<file path="config.mk">
export PLATFORM = sky130hd
export DESIGN_NAME = block_average_downsampler_flat
export DESIGN_NICKNAME = d
export VERILOG_FILES = /design/src/bad_pkg.sv /design/src/bad_pix_if.sv /design/src/bad_feat_if.sv /design/src/block_average_downsampler.sv /design/src/flat_wrapper.sv
export SDC_FILE = /design/constraint.sdc
export NUM_CORES = 1
export LEC_CHECK = 0
export ABC_CLOCK_PERIOD_IN_PS = 15700
export BUFFER_PORTS_ARGS = -buffer_cell sky130_fd_sc_hd__buf_2
export CORE_ASPECT_RATIO = 0.6
export CORE_MARGIN = 5
export CORE_UTILIZATION = 55
export CTS_CLUSTER_DIAMETER = 100
export CTS_CLUSTER_SIZE = 12
export DETAILED_ROUTE_END_ITERATION = 16
export PLACE_DENSITY = 0.77
export SYNTH_ARGS = -nofsm -noshare
export SYNTH_HDL_FRONTEND = slang
export SYNTH_SLANG_ARGS = --single-unit
</file>
<file path="constraint.sdc">
create_clock -name clk -period 15.7 [get_ports clk]
set_clock_uncertainty 0.05 [all_clocks]
set_input_delay 3.14 -clock clk [delete_from_list [all_inputs] [get_ports clk]]
set_output_delay 3.14 -clock clk [all_outputs]
set_load 0.1 [all_outputs]
</file>
<file path="src/bad_pkg.sv">
// shared types and constants of the block-average downsampler
// no dependencies; used by the channel interfaces and the top level
package bad_pkg;

  localparam int PIX_W = 8;   // grey level
  localparam int DIM_W = 9;   // frame width / height registers
  localparam int POS_W = 8;   // region offsets and column position
  localparam int IDX_W = 12;  // feature index
  localparam int CFG_IDX_W = 2;
  localparam int CFG_DATA_W = DIM_W;

  // configuration register map
  typedef enum logic [CFG_IDX_W-1:0] {
    CFG_IMAGE_WIDTH  = 2'd0,
    CFG_IMAGE_HEIGHT = 2'd1,
    CFG_REGION_LEFT  = 2'd2,
    CFG_REGION_TOP   = 2'd3
  } cfg_reg_t;

  localparam logic [DIM_W-1:0] RST_IMAGE_WIDTH  = 9'd32;
  localparam logic [DIM_W-1:0] RST_IMAGE_HEIGHT = 9'd32;
  localparam logic [DIM_W-1:0] MAX_IMAGE_HEIGHT = 9'd256;

  // position flags of a pixel within its block, carried to the sum stage
  typedef struct packed {
    logic fs;    // pixel opened a frame
    logic blk;   // pixel lies in a complete block of the region
    logic cx0;   // first column of its block
    logic cxl;   // last column of its block
    logic cy0;   // first line of its block
    logic cyl;   // last line of its block
    logic last;  // block is the bottom-right complete block
  } bad_pos_t;

endpackage

</file>
<file path="src/bad_pix_if.sv">
// pixel channel: valid/ready handshake with grey level and frame marker
// depends on bad_pkg
interface bad_pix_if import bad_pkg::*; ();
  logic             valid;
  logic             ready;
  logic [PIX_W-1:0] pixel;
  logic             frame_start;

  modport source (output valid, pixel, frame_start, input ready);
  modport sink   (input valid, pixel, frame_start, output ready);
endinterface

</file>
<file path="src/bad_feat_if.sv">
// feature channel: valid/ready handshake with block mean, index and last flag
// depends on bad_pkg
interface bad_feat_if import bad_pkg::*; ();
  logic             valid;
  logic             ready;
  logic [PIX_W-1:0] feature_value;
  logic [IDX_W-1:0] feature_index;
  logic             last_feature;

  modport source (output valid, feature_value, feature_index, last_feature, input ready);
  modport sink   (input valid, feature_value, feature_index, last_feature, output ready);
endinterface

</file>
<file path="src/block_average_downsampler.sv">
// block-average downsampler: sum stage and result register lie between pixel and feature
// one pixel per cycle unless the output stalls; block sums are read at pixel transfer
// and written as the pixel leaves the sum stage, so one read and one write port suffice
// reset (rst_n low, synchronous) clears position, counters and both stage valids,
// and loads the registers with width 32, height 32, left 0, top 0
// the block-sum memory is not cleared; the first line of each block row ignores it
module block_average_downsampler import bad_pkg::*; #(
  parameter int BLOCK_SIDE      = 4,
  parameter int MAX_LINE_PIXELS = 256
) (
  input  logic                  clk,
  input  logic                  rst_n,
  bad_pix_if.sink               in_pix,
  bad_feat_if.source            out_feat,
  input  logic                  cfg_we,
  input  logic [CFG_IDX_W-1:0]  cfg_index,
  input  logic [CFG_DATA_W-1:0] cfg_data
);

  // line length is limited by both the parameter and the 8-bit column position
  localparam int LIM_W = (MAX_LINE_PIXELS < 256) ? MAX_LINE_PIXELS : 256;
  localparam int NCOL  = LIM_W / BLOCK_SIDE;
  localparam int AW    = (NCOL > 1) ? $clog2(NCOL) : 1;
  localparam int PW    = $clog2(BLOCK_SIDE * 255 + 1);
  localparam int AREA  = BLOCK_SIDE * BLOCK_SIDE;
  localparam int SW    = $clog2(AREA * 255 + 1);

  // divide by block side: multiply by a rounded-up reciprocal with 16 fraction bits;
  // the fraction tells the column within the block
  localparam logic [16:0] RCP_M   = 17'(((1 << 16) + BLOCK_SIDE - 1) / BLOCK_SIDE);
  localparam logic [16:0] FR_ONE  = 17'((1 << 16) / BLOCK_SIDE);
  localparam logic [16:0] FR_LAST = 17'(((BLOCK_SIDE - 1) << 16) / BLOCK_SIDE);

  // divide by block area: exact reciprocal for every sum below 2^SW
  localparam int DIV_L  = $clog2(AREA);
  localparam int DIV_SH = SW + DIV_L;
  localparam int MW     = DIV_SH + 1;
  localparam logic [MW-1:0] DIV_M = MW'(((64'd1 << DIV_SH) + AREA - 1) / AREA);

  localparam logic [DIM_W-1:0] LIM_W_V = DIM_W'(LIM_W);

  // configuration registers
  logic [DIM_W-1:0] img_w_r, img_h_r;
  logic [POS_W-1:0] left_r, top_r;

  // raster position of the next pixel
  logic [POS_W-1:0] col_x_r;
  logic [DIM_W-1:0] line_y_r;

  // sum stage
  logic             s1_valid_r;
  logic [PIX_W-1:0] s1_pix_r;
  bad_pos_t         s1_pos_r;
  logic [AW-1:0]    s1_bx_r;
  logic [SW-1:0]    rd_r;
  logic [PW-1:0]    row_part_r;
  logic [IDX_W-1:0] count_r;
  logic [SW-1:0]    bsum_mem [NCOL];

  // result register
  logic             out_valid_r;
  logic [PIX_W-1:0] out_value_r;
  logic [IDX_W-1:0] out_index_r;
  logic             out_last_r;

  // ---------------------------------------------------------------------------
  // configuration writes
  always_ff @(posedge clk) begin
    if (!rst_n) begin
      img_w_r <= RST_IMAGE_WIDTH;
      img_h_r <= RST_IMAGE_HEIGHT;
      left_r  <= '0;
      top_r   <= '0;
    end else if (cfg_we) begin
      case (cfg_reg_t'(cfg_index))
        CFG_IMAGE_WIDTH:  img_w_r <= cfg_data;
        CFG_IMAGE_HEIGHT: img_h_r <= cfg_data;
        CFG_REGION_LEFT:  left_r  <= cfg_data[POS_W-1:0];
        CFG_REGION_TOP:   top_r   <= cfg_data[POS_W-1:0];
        default: begin
        end
      endcase
    end
  end

  // ---------------------------------------------------------------------------
  // position decode at pixel transfer
  logic             in_xfer, in_rdy, s1_go, s1_emit, out_free;
  logic [DIM_W-1:0] w_eff, h_eff, span_w, span_h, bw, bh, x_inc;
  logic [POS_W-1:0] x_cur, rx, ry, bx, by;
  logic [DIM_W-1:0] y_cur;
  logic [25:0]      prod_bw, prod_bh;
  logic [24:0]      prod_x, prod_y;
  logic             in_reg;
  bad_pos_t         pos;
  logic [POS_W-1:0] col_x_nxt;
  logic [DIM_W-1:0] line_y_nxt;

  always_comb begin
    // zero dimensions count as one, oversized ones are clamped
    if (img_w_r == '0) begin
      w_eff = DIM_W'(1);
    end else if (img_w_r > LIM_W_V) begin
      w_eff = LIM_W_V;
    end else begin
      w_eff = img_w_r;
    end
    if (img_h_r == '0) begin
      h_eff = DIM_W'(1);
    end else if (img_h_r > MAX_IMAGE_HEIGHT) begin
      h_eff = MAX_IMAGE_HEIGHT;
    end else begin
      h_eff = img_h_r;
    end

    // frame marker puts this pixel at the origin
    x_cur = in_pix.frame_start ? '0 : col_x_r;
    y_cur = in_pix.frame_start ? '0 : line_y_r;

    // complete blocks across and down the region
    span_w  = (w_eff > {1'b0, left_r}) ? w_eff - {1'b0, left_r} : '0;
    span_h  = (h_eff > {1'b0, top_r})  ? h_eff - {1'b0, top_r}  : '0;
    prod_bw = span_w * RCP_M;
    prod_bh = span_h * RCP_M;
    bw      = prod_bw[24:16];
    bh      = prod_bh[24:16];

    rx     = x_cur - left_r;
    ry     = y_cur[POS_W-1:0] - top_r;
    prod_x = rx * RCP_M;
    prod_y = ry * RCP_M;
    bx     = prod_x[23:16];
    by     = prod_y[23:16];

    in_reg   = (y_cur < h_eff) && (x_cur >= left_r) && (y_cur >= {1'b0, top_r});
    pos.fs   = in_pix.frame_start;
    pos.blk  = in_reg && ({1'b0, bx} < bw) && ({1'b0, by} < bh);
    pos.cx0  = {1'b0, prod_x[15:0]} < FR_ONE;
    pos.cxl  = {1'b0, prod_x[15:0]} >= FR_LAST;
    pos.cy0  = {1'b0, prod_y[15:0]} < FR_ONE;
    pos.cyl  = {1'b0, prod_y[15:0]} >= FR_LAST;
    pos.last = ({1'b0, bx} == bw - DIM_W'(1)) && ({1'b0, by} == bh - DIM_W'(1));

    // raster advance; past the last line the position holds
    x_inc      = {1'b0, x_cur} + DIM_W'(1);
    col_x_nxt  = x_cur;
    line_y_nxt = y_cur;
    if (y_cur < h_eff) begin
      if (x_inc >= w_eff) begin
        col_x_nxt  = '0;
        line_y_nxt = y_cur + DIM_W'(1);
      end else begin
        col_x_nxt = x_inc[POS_W-1:0];
      end
    end
  end

  // ---------------------------------------------------------------------------
  // handshake: the sum stage drains when its result, if any, has a free slot
  assign out_free        = !out_valid_r || out_feat.ready;
  assign s1_emit         = s1_pos_r.blk && s1_pos_r.cxl && s1_pos_r.cyl;
  assign s1_go           = s1_valid_r && (!s1_emit || out_free);
  assign in_rdy          = !s1_valid_r || s1_go;
  assign in_pix.ready    = in_rdy;
  assign in_xfer         = in_pix.valid && in_rdy;

  always_ff @(posedge clk) begin
    if (!rst_n) begin
      col_x_r    <= '0;
      line_y_r   <= '0;
      s1_valid_r <= 1'b0;
    end else begin
      if (in_xfer) begin
        col_x_r  <= col_x_nxt;
        line_y_r <= line_y_nxt;
      end
      if (in_xfer) begin
        s1_valid_r <= 1'b1;
      end else if (s1_go) begin
        s1_valid_r <= 1'b0;
      end
    end
  end

  always_ff @(posedge clk) begin
    if (in_xfer) begin
      s1_pix_r <= in_pix.pixel;
      s1_pos_r <= pos;
      s1_bx_r  <= bx[AW-1:0];
    end
  end

  // ---------------------------------------------------------------------------
  // sum stage: line partial, column sum from memory, block mean
  logic [PW-1:0]        part_eff, cur;
  logic [SW-1:0]        acc;
  logic [IDX_W-1:0]     count_eff, count_nxt;
  logic [PW-1:0]        row_part_nxt;
  logic [SW+MW-1:0]     mean_prod;
  logic                 mem_we;

  always_comb begin
    part_eff  = s1_pos_r.fs ? '0 : row_part_r;
    cur       = (s1_pos_r.cx0 ? '0 : part_eff) + PW'(s1_pix_r);
    acc       = (s1_pos_r.cy0 ? '0 : rd_r) + SW'(cur);
    mean_prod = acc * DIV_M;
    count_eff = s1_pos_r.fs ? '0 : count_r;
    count_nxt = s1_emit ? count_eff + IDX_W'(1) : count_eff;
    if (s1_pos_r.blk) begin
      row_part_nxt = s1_pos_r.cxl ? '0 : cur;
    end else begin
      row_part_nxt = part_eff;
    end
    mem_we = s1_go && s1_pos_r.blk && s1_pos_r.cxl && !s1_pos_r.cyl;
  end

  always_ff @(posedge clk) begin
    if (!rst_n) begin
      row_part_r <= '0;
      count_r    <= '0;
    end else if (s1_go) begin
      row_part_r <= row_part_nxt;
      count_r    <= count_nxt;
    end
  end

  // column sums of the current block row; a column is never read within
  // one line of its write, so the read port needs no bypass
  always_ff @(posedge clk) begin
    if (mem_we) begin
      bsum_mem[s1_bx_r] <= acc;
    end
    if (in_xfer) begin
      rd_r <= bsum_mem[bx[AW-1:0]];
    end
  end

  // ---------------------------------------------------------------------------
  // result register
  always_ff @(posedge clk) begin
    if (!rst_n) begin
      out_valid_r <= 1'b0;
    end else if (s1_go && s1_emit) begin
      out_valid_r <= 1'b1;
    end else if (out_feat.ready) begin
      out_valid_r <= 1'b0;
    end
  end

  always_ff @(posedge clk) begin
    if (s1_go && s1_emit) begin
      out_value_r <= mean_prod[DIV_SH +: PIX_W];
      out_index_r <= count_eff;
      out_last_r  <= s1_pos_r.last;
    end
  end

  assign out_feat.valid         = out_valid_r;
  assign out_feat.feature_value = out_value_r;
  assign out_feat.feature_index = out_index_r;
  assign out_feat.last_feature  = out_last_r;

  // ---------------------------------------------------------------------------
  // checks

  // input stalls only when both stages are full and the result is not taken
  a_stall_cause: assert property (@(posedge clk) disable iff (!rst_n)
    !in_rdy |-> (s1_valid_r && out_valid_r && !out_feat.ready))
    else $error("input stalled with room in the pipeline");

  // every emitted feature within a frame advances the index by one
  a_count_step: assert property (@(posedge clk) disable iff (!rst_n)
    (s1_go && s1_emit && !s1_pos_r.fs) |=> (count_r == $past(count_r) + IDX_W'(1)))
    else $error("feature index did not advance");

  // a feature is loaded only from a pixel on the last line of a complete block
  a_emit_src: assert property (@(posedge clk) disable iff (!rst_n)
    ($rose(out_valid_r)) |-> $past(s1_valid_r && s1_pos_r.blk && s1_pos_r.cyl))
    else $error("feature from a pixel that closes no block");

  // reset leaves both stages empty
  a_reset_empty: assert property (@(posedge clk)
    !rst_n |=> (!out_valid_r && !s1_valid_r))
    else $error("stage valid after reset");

endmodule

</file>
<file path="src/flat_wrapper.sv">
// flat-port wrapper written by rule: the top's interface ports become plain ports
module block_average_downsampler_flat import bad_pkg::*;
#(
  parameter int BLOCK_SIDE      = 4,
  parameter int MAX_LINE_PIXELS = 256
)
  (clk, rst_n, cfg_we, cfg_index, cfg_data, in_pix_valid, in_pix_pixel, in_pix_frame_start, in_pix_ready, out_feat_valid, out_feat_feature_value, out_feat_feature_index, out_feat_last_feature, out_feat_ready);
  bad_pix_if in_pix_i ();
  bad_feat_if out_feat_i ();
  input  logic clk;
  input  logic rst_n;
  input  logic cfg_we;
  input  logic [CFG_IDX_W-1:0] cfg_index;
  input  logic [CFG_DATA_W-1:0] cfg_data;
  input wire logic [$bits(in_pix_i.valid)-1:0] in_pix_valid;
  input wire logic [$bits(in_pix_i.pixel)-1:0] in_pix_pixel;
  input wire logic [$bits(in_pix_i.frame_start)-1:0] in_pix_frame_start;
  output wire logic [$bits(in_pix_i.ready)-1:0] in_pix_ready;
  output wire logic [$bits(out_feat_i.valid)-1:0] out_feat_valid;
  output wire logic [$bits(out_feat_i.feature_value)-1:0] out_feat_feature_value;
  output wire logic [$bits(out_feat_i.feature_index)-1:0] out_feat_feature_index;
  output wire logic [$bits(out_feat_i.last_feature)-1:0] out_feat_last_feature;
  input wire logic [$bits(out_feat_i.ready)-1:0] out_feat_ready;
  assign in_pix_i.valid = in_pix_valid;
  assign in_pix_i.pixel = in_pix_pixel;
  assign in_pix_i.frame_start = in_pix_frame_start;
  assign in_pix_ready = in_pix_i.ready;
  assign out_feat_valid = out_feat_i.valid;
  assign out_feat_feature_value = out_feat_i.feature_value;
  assign out_feat_feature_index = out_feat_i.feature_index;
  assign out_feat_last_feature = out_feat_i.last_feature;
  assign out_feat_i.ready = out_feat_ready;
  block_average_downsampler #(.BLOCK_SIDE(BLOCK_SIDE), .MAX_LINE_PIXELS(MAX_LINE_PIXELS)) u_core (.clk(clk), .rst_n(rst_n), .in_pix(in_pix_i), .out_feat(out_feat_i), .cfg_we(cfg_we), .cfg_index(cfg_index), .cfg_data(cfg_data));
endmodule
</file>
==> summary.md, run 1 <==
| Metric | Value |
|---|---|
| Critical Path Most Common Cell | `buf_4` |
| Crit end category | `register` |
| Setup WS pre-CTS | `around 7.0 ns` |
| R2R Setup Slk | `9.84 ns` |
| Setup Fix Bufs, Post-CTS | `0` |
| DR vias | `~22k` |
| Comb pwr share | `around 15%` |
| Post-layout util | `60.5%` |
| Worst Tran Pin Value | `roughly 1.4 ns` |
| Clk slew on worst S/H paths | `~0.060 ns` |
| R2r worst-path depth | `14` |
| CP Class | `in2reg` |
| Total GRT Usage | `approximately a quarter` |
| Layout area overhead | `9.46%` |
| P_sw | `approximately 1.4 mW` |
| Worst EP required | `16.01 ns` |
| Seq cells post-synth | `~900` |
| Core area | `about 70,000 µm²` |
| Register share of total power | `between 50% and 60%` |
| Clock power frac | `between 30% and 40%` |
| Layout cell share with drive strength beyond 1 | `16.9%` |
| Clock H-tree levels | `3` |
| Port Buffers | `47` |
| Vias/cell | `about 6.5` |
| Worst min path class | `reg2reg` |
| Fmax achieved | `approximately 120 MHz` |
| DRC viols | `0` |
| Crit-path slowest cell | `o22ai_1` |
| Die Width | `about 350 µm` |
| CP Launch Type | `input port` |
| Top post-synthesis cells by area | `edfxtp_1 64%, mux4_2 9.6%, dfxtp_1 3.9%` |
| Setup violators final | `0` |
| TritonCTS Buffers | `84` |
| Syn avg cell area | `~16 µm²` |
| Static Leak | `roughly 14 nW` |
| Fin. Hold Viols | `0` |
| Peak VDD IR | `110 µV` |
| Hold Path Depth | `2` |
| Worst Path Max Fanout | `73` |
| Die Ht | `between 200 and 250 µm` |
| Gp weighted congestion | `just over 0.9` |
| Antenna Nets Post-Route | `0` |
| Max cap viols | `0` |
| Setup_tns | `0 ns` |
| Crit path DAT | `8.73 ns` |
| Hold path start | `u_core.img_h_r[0]` |
| Seq/Total Area, Yosys | `about two thirds` |
| Count leader, synth | `edfxtp_1` |
| CTS tree | `done` |
| DRT Pass-1 Iters | `6` |
| Global route total overflow | `0` |
| Period minus WS final | `roughly 8.4 ns` |
| Cell Pwr Density | `~130 nW/µm²` |
| Cells after synthesis | `2,420` |
| Number of flops mapped to enable cells by yosys | `about 800` |
| CP peak stage delay | `0.99 ns` |
| Initial antenna violation count | `6` |
| Largest net degree at the start of global routing | `~110` |
| Vias in the first global route | `between 20k and 25k` |
| Synth async-reset ratio | `0%` |
| Hold Buf Count CTS | `0` |
| Top-area cell type share of the netlist area | `between 60% and 70%` |
| Post-synthesis cell type count | `80` |
| CTS resizes | `0` |
| Largest area contributor in the netlist | `edfxtp_1` |
| Clock Path Buffers | `3` |
| Max-slew violations | `0` |
| Internal power | `about 4.0 mW` |
| Worst reg2reg path startpoint | `u_core.col_x_r[4]` |
| Ys Warns | `0` |
| Post-Syn Area | `~38,000 µm²` |
| Synth Flop Type | `edfxtp_1` |
| RSZ-0062 raised after global routing | `false` |
| DP HPWL | `60.6 mm` |
| Die area | `approximately 75,000 µm²` |
| IO Pins | `48` |
| Starting density of the core | `approximately 55%` |
| Synthesized net count | `roughly 2.5k` |
| Worst setup margin | `7.28 ns` |
| Clock net sink count | `between 800 and 900` |
| Slew HR | `under 10%` |
| Global-route wire length before repair | `140 mm` |
| # nets final | `2,613` |
| Worst-skew pair later-pin latency | `about 0.65 ns` |
| Wirelength per Cell | `roughly 28 µm` |
| CTS Root Cell | `clkbuf_16` |
| Final wirelength | `95.6 mm` |
| Commonest cells post-synth | `822 x edfxtp_1, 205 x nand2_1, 168 x nor2_1, 163 x mux4_2, 84 x ha_1` |
| Worst r2r dst | `u_core.rd_r[8]` |
| Initial detailed-routing violation count | `between 2k and 3k` |
| Final period utilization | `a little over half` |
| Rows | `75` |
| Switching share of total power | `a little over a quarter` |
| Worst Hold End | `u_core.img_h_r[0]` |
| Critical-path cell list | `buf_2, nand2b_1, ha_1, inv_1, fa_1, a211oi_2, nor2_2, xnor2_2, buf_4, inv_6, buf_4, mux4_2, mux2_2, o22ai_1, or4_1, nor3_1` |
| Status | `finished, final reports clean` |
[metal layers]
metal	vias to the layer above	global-route usage, %	share of wire (%)
met5	-	1.91	0.16
met4	4	5.36	2.1
met3	161	11.8	16
met2	1441	32.5	40
met1	11346	38.6	42
li1	9522	-	-
[worst max-delay path: cells and delay by family]
kind	cells	cell delay, ns
and+or+nand+nor	4	0.61
muxes	2	0.69
xor gates and xnor gates	1	0.15
AOI/OAI and AO/OA	2	1.25
adders and majority gates	2	0.68
buffers and inverters	5	2.09
[registers in the layout, indices dropped and copies added (netlist names)]
register / cells
u_core.s1_pos_r: 7
u_core.col_x_r: 8
u_core.s1_valid_r: 1
u_core.left_r: 8
u_core.out_feat.feature_index: 12
u_core.count_r: 12
u_core.line_y_r: 9
u_core.top_r: 8
u_core.s1_bx_r: 6
u_core.out_feat.last_feature: 1
u_core.s1_pix_r: 8
u_core.rd_r: 12
u_core.bsum_mem: 768
u_core.out_feat.valid: 1
u_core.img_w_r: 9
u_core.out_feat.feature_value: 8
u_core.img_h_r: 9
u_core.row_part_r: 10
[worst max-delay path by stage]
| stage | start | end | slack [ns] | cells past startpoint |
|---|---|---|---|---|
| after detailed placement | in_pix_frame_start | u_core.rd_r[8] | 7.01 | 16 |
| after global placement | in_pix_frame_start | u_core.rd_r[7] | 7.05 | 16 |
| after global routing | in_pix_frame_start | u_core.rd_r[8] | 7.12 | 16 |
| after CTS | in_pix_frame_start | u_core.rd_r[8] | 7.69 | 16 |
| after floorplan | out_feat_ready | in_pix_ready | 8.65 | 2 |
| final | in_pix_frame_start | u_core.rd_r[8] | 7.28 | 16 |
[cell type report]
cell class	count	area (µm²)
Timing Repair Buffer	107	689
Multi-Input combinational cell	1347	11400
Antenna cell	8	20.0
Inverter	63	254
Fill cell	4873	27500
Clock inverter	2	21.3
Sequential cell	897	26200
Tap cell	924	1160
Clock buffer	120	2280
[layout by cell type (no fill, tap or decap), types with 23 or more instances in the layout]
| master | instances |
|---|---|
| clkbuf_16 | 86 |
| inv_1 | 58 |
| clkbuf_1 | 34 |
| a211oi_1 | 39 |
| mux2i_1 | 26 |
| a22oi_1 | 27 |
| buf_4 | 59 |
| nand2_1 | 205 |
| o21ai_0 | 27 |
| mux2_2 | 24 |
| nor2b_1 | 67 |
| xor2_1 | 23 |
| xnor2_1 | 31 |
| nor2_1 | 166 |
| o22ai_1 | 35 |
| nor3_1 | 38 |
| a21oi_1 | 58 |
| ha_1 | 83 |
| nand3_1 | 51 |
| buf_2 | 47 |
| edfxtp_1 | 822 |
| and2_1 | 49 |
| mux4_2 | 163 |
| dfxtp_1 | 75 |
[power groups by stage]
stage          Clock (mW)  Combinational [mW]  Sequential [mW]
6_report             1.83               0.837             2.78
5_1_grt              1.95               0.889             2.78
4_1_cts              1.84               0.816             2.78
3_5_place_dp            0               0.813             2.83
3_3_place_gp            0               0.788             2.83
2_1_floorplan           0               0.541             2.82
[cells by family (layout without fill, tap and decap cells)]
group	Yosys count	count (layout)	share of synthesized area, %
AOI/OAI and AO/OA	293	293	5.30
xor gates and xnor gates	69	69	1.67
adders and majority gates	88	88	2.94
buffers and inverters	176	292	2.40
DFF	897	897	68.2
muxes	213	213	10.9
other	0	8	0
and+or+nand+nor	684	684	8.59
[metrics by stage]
step	power [mW]	hold slack, ns	instances	area, µm²
floorplan	3.36	0.350	2420	38400
global route	5.62	0.449	3467	42000
detailed placement	3.64	0.408	3337	39700
CTS	5.43	0.416	3459	42000
finish	5.44	0.423	3468	42100
global placement	3.62	0.397	3337	39700
No activity file was read; power rests on OpenSTA's default activity.
==> run 2: changes to the inputs <==
- ABC_CLOCK_PERIOD_IN_PS: 15700 -> 8100
- clock period: 15.7 -> 8.1 ns (I/O delays scaled with it)
==> summary.md, run 2 (synthesis results as in run 1) <==
| Metric | Value |
|---|---|
| Fin. Hold Viols | `0 (unchanged)` |
| Vias/cell | `6.54 (was 6.48)` |
| RSZ-0062 raised after global routing | `false (unchanged)` |
| Clock Path Buffers | `3 (unchanged)` |
| Setup_tns | `0 ns (unchanged)` |
| Max Used Layer | `met5 (unchanged)` |
| Worst setup path startpoint | `u_core.s1_pos_r[6] (was in_pix_frame_start)` |
| Layout cell share with drive strength beyond 1 | `17.0% (was 16.9%)` |
| Commonest non-fill, non-tap cell in the layout | `edfxtp_1 (unchanged)` |
| Most frequent cells in the layout | `822 x edfxtp_1, 205 x nand2_1, 163 x nor2_1, 163 x mux4_2, 85 x clkbuf_16 (was 822 x edfxtp_1, 205 x nand2_1, 166 x nor2_1, 163 x mux4_2, 86 x clkbuf_16)` |
| Wirelength per Cell | `27.6 µm (about the same)` |
| Worst Path Buf+Inv | `1 (was 5)` |
| Initial antenna violation count | `4 (was 6)` |
| Global route total overflow | `0 (unchanged)` |
| Core area | `69,500 µm² (unchanged)` |
| DRT Pass-1 Iters | `5 (was 6)` |
| Fmax achieved | `approximately 160 MHz` |
| Initial detailed-routing violation count | `3,025 (was 2,902)` |
| Worst EP required | `8.49 ns (was 16.01 ns)` |
| Placed Instances | `3,329 (was 3,337)` |
| Clock H-tree levels | `3 (unchanged)` |
| Static Leak | `13.8 nW (about the same)` |
| Final period utilization | `76.1%` |
| P_sw | `2.77 mW (was 1.42 mW)` |
| # nets final | `2,606 (was 2,613)` |
| Peak VDD IR | `239 µV (was 110 µV)` |
| DR vias | `22.6k (was 22.5k)` |
| Footprint of the multi-input gates | `11,500 µm² (was 11,400 µm²)` |
| Layout area overhead | `9.46% (unchanged)` |
| Critical-path cell list | `nor2_1, and2_1, ha_1, fa_1, ha_1, a21o_1, a21oi_1, o21bai_1, a21oi_1, o21ai_0, a31oi_1, nor2b_1, o21ai_0, xor2_1, nor2_4, buf_4 (was buf_2, nand2b_1, ha_1, inv_1, fa_1, a211oi_2, nor2_2, xnor2_2, buf_4, inv_6, buf_4, mux4_2, mux2_2, o22ai_1, or4_1, nor3_1)` |
| Max reg flops | `768 (unchanged)` |
| CTS Root Cell | `clkbuf_16 (unchanged)` |
| Comb pwr share | `15.2% (was 15.4%)` |
| CP peak stage delay | `1.05 ns (was 0.99 ns)` |
| IO Pins | `48 (unchanged)` |
| Register share of total power | `50.9% (was 51.1%)` |
| DP HPWL | `61.5 mm (was 60.6 mm)` |
| Vias in the first global route | `21.8k (was 21.7k)` |
| Worst reg2reg path startpoint | `u_core.s1_pos_r[6] (was u_core.col_x_r[4])` |
| Final wirelength | `95.5 mm (was 95.6 mm)` |
| CTS tree | `done (unchanged)` |
| Switching share of total power | `26.2% (was 26.1%)` |
| Die area | `75,400 µm² (unchanged)` |
| Rows | `75 (unchanged)` |
| Reg with most FFs | `u_core.bsum_mem (unchanged)` |
| TritonCTS Buffers | `84 (unchanged)` |
| Max cap viols | `0 (unchanged)` |
| Antenna Nets Post-Route | `0 (unchanged)` |
| Die Width | `351 µm (unchanged)` |
| Clock net sink count | `897 (unchanged)` |
| Port Buffers | `47 (unchanged)` |
| Worst Tran Pin Value | `1.43 ns (was 1.38 ns)` |
| Setup Fix Bufs, Post-CTS | `0 (unchanged)` |
| Cell Pwr Density | `251 nW/µm² (was 129 nW/µm²)` |
| Worst setup margin | `1.93 ns (was 7.28 ns)` |
| Worst-skew pair later-pin latency | `0.65 ns (about the same)` |
| Hold path start | `u_core.s1_pos_r[0] (was u_core.img_h_r[0])` |
| Metal3 WL | `13.2 mm (was 14.8 mm)` |
| CP Class | `reg2reg (was in2reg)` |
| Clk slew on worst S/H paths | `0.06 ns (about the same)` |
| CTS resizes | `0 (unchanged)` |
| Die Ht | `215 µm (unchanged)` |
| Slew HR | `4.47% (was 7.88%)` |
| Worst Path Max Fanout | `46 (was 73)` |
| FF+latch area | `26,200 µm² (unchanged)` |
| Fillers | `4,873 (unchanged)` |
| Starting density of the core | `55.2% (unchanged)` |
| Clock power frac | `33.8% (was 33.5%)` |
| Hold Buf Count CTS | `0 (unchanged)` |
| CP Launch Type | `register (was input port)` |
| Largest net degree at the start of global routing | `103 (was 113)` |
| Final std cells w/o fill | `3,455 (was 3,468)` |
| Global-route wire length before repair | `141 mm (was 140 mm)` |
| Internal power | `7.79 mW (was 4.02 mW)` |
| Period minus WS final | `roughly 6.2 ns` |
| Met2 wire length | `39.9 mm (was 38.6 mm)` |
| Crit end category | `register (unchanged)` |
| Status | `finished, final reports clean (unchanged)` |
| Worst min path class | `reg2reg (unchanged)` |
| Routed metal-1 wirelength | `40.5 mm (was 40.0 mm)` |
| Gp weighted congestion | `0.961 (was 0.914)` |
| Post-layout util | `60.5% (unchanged)` |
| DRC viols | `0 (unchanged)` |
| Setup WS pre-CTS | `1.79 ns (was 7.01 ns)` |
| Max-slew violations | `0 (unchanged)` |
| Total GRT Usage | `25.0% (was 25.1%)` |
| Crit-path slowest cell | `nor2_4 (was o22ai_1)` |
| Hold_ws | `0.411 ns (was 0.423 ns)` |
| Delay-heaviest family, CP | `simple AND/OR/NAND/NOR gates (was buffers and inverters)` |
| Setup violators final | `0 (unchanged)` |
| Crit path DAT | `6.55 ns (was 8.73 ns)` |
run 2: changes by cell type in the layout (fill, tap and decap cells not counted), sizes merged:
cell    before  now
buf        107  100
diode        8    1
clkbuf     120  116
inv         60   63
clkinv       5    7
run 2: final timing paths:
| kind | endpoint | slack, ns | cells past startpoint |
|---|---|---|---|
| setup / recovery | u_core.bsum_mem[25][11] | 1.93 | 16 |
| hold / removal | u_core.out_feat.last_feature | 0.41 | 0 |
| setup reg to reg | u_core.bsum_mem[25][11] | 1.93 | 16 |
| hold reg to reg | u_core.out_feat.last_feature | 0.41 | 0 |
run 2: cell type report:
cell class	count	share of cell area (%)
sequential	897	62.3
multi-input combinational	1347	27.2
clock buffer	116	5.33
tap	924	2.75
timing repair buffer	100	1.54
inverter	63	0.604
clock inverter	7	0.256
antenna	1	0.00595
run 2: power groups by stage:
stage / Sequential, mW / Combinational, mW / Clock [mW]
floorplan: 5.47 / 1.05 / 0
global placement: 5.47 / 1.51 / 0
detailed placement: 5.47 / 1.57 / 0
CTS: 5.38 / 1.58 / 3.61
global route: 5.38 / 1.70 / 3.81
finish: 5.38 / 1.61 / 3.57
run 2: per-stage QoR:
step	power, mW	area [µm²]
floorplan	6.52	38400
global placement	6.98	39700
detailed placement	7.04	39700
CTS	10.6	42000
global route	10.9	42000
finish	10.6	42100
run 2: metal layers:
layer	vias up	track usage [%]
met5	-	0
met4	2	5.40
met3	154	8.91
met1	11465	39.7
met2	1477	33.5
li1	9500	-
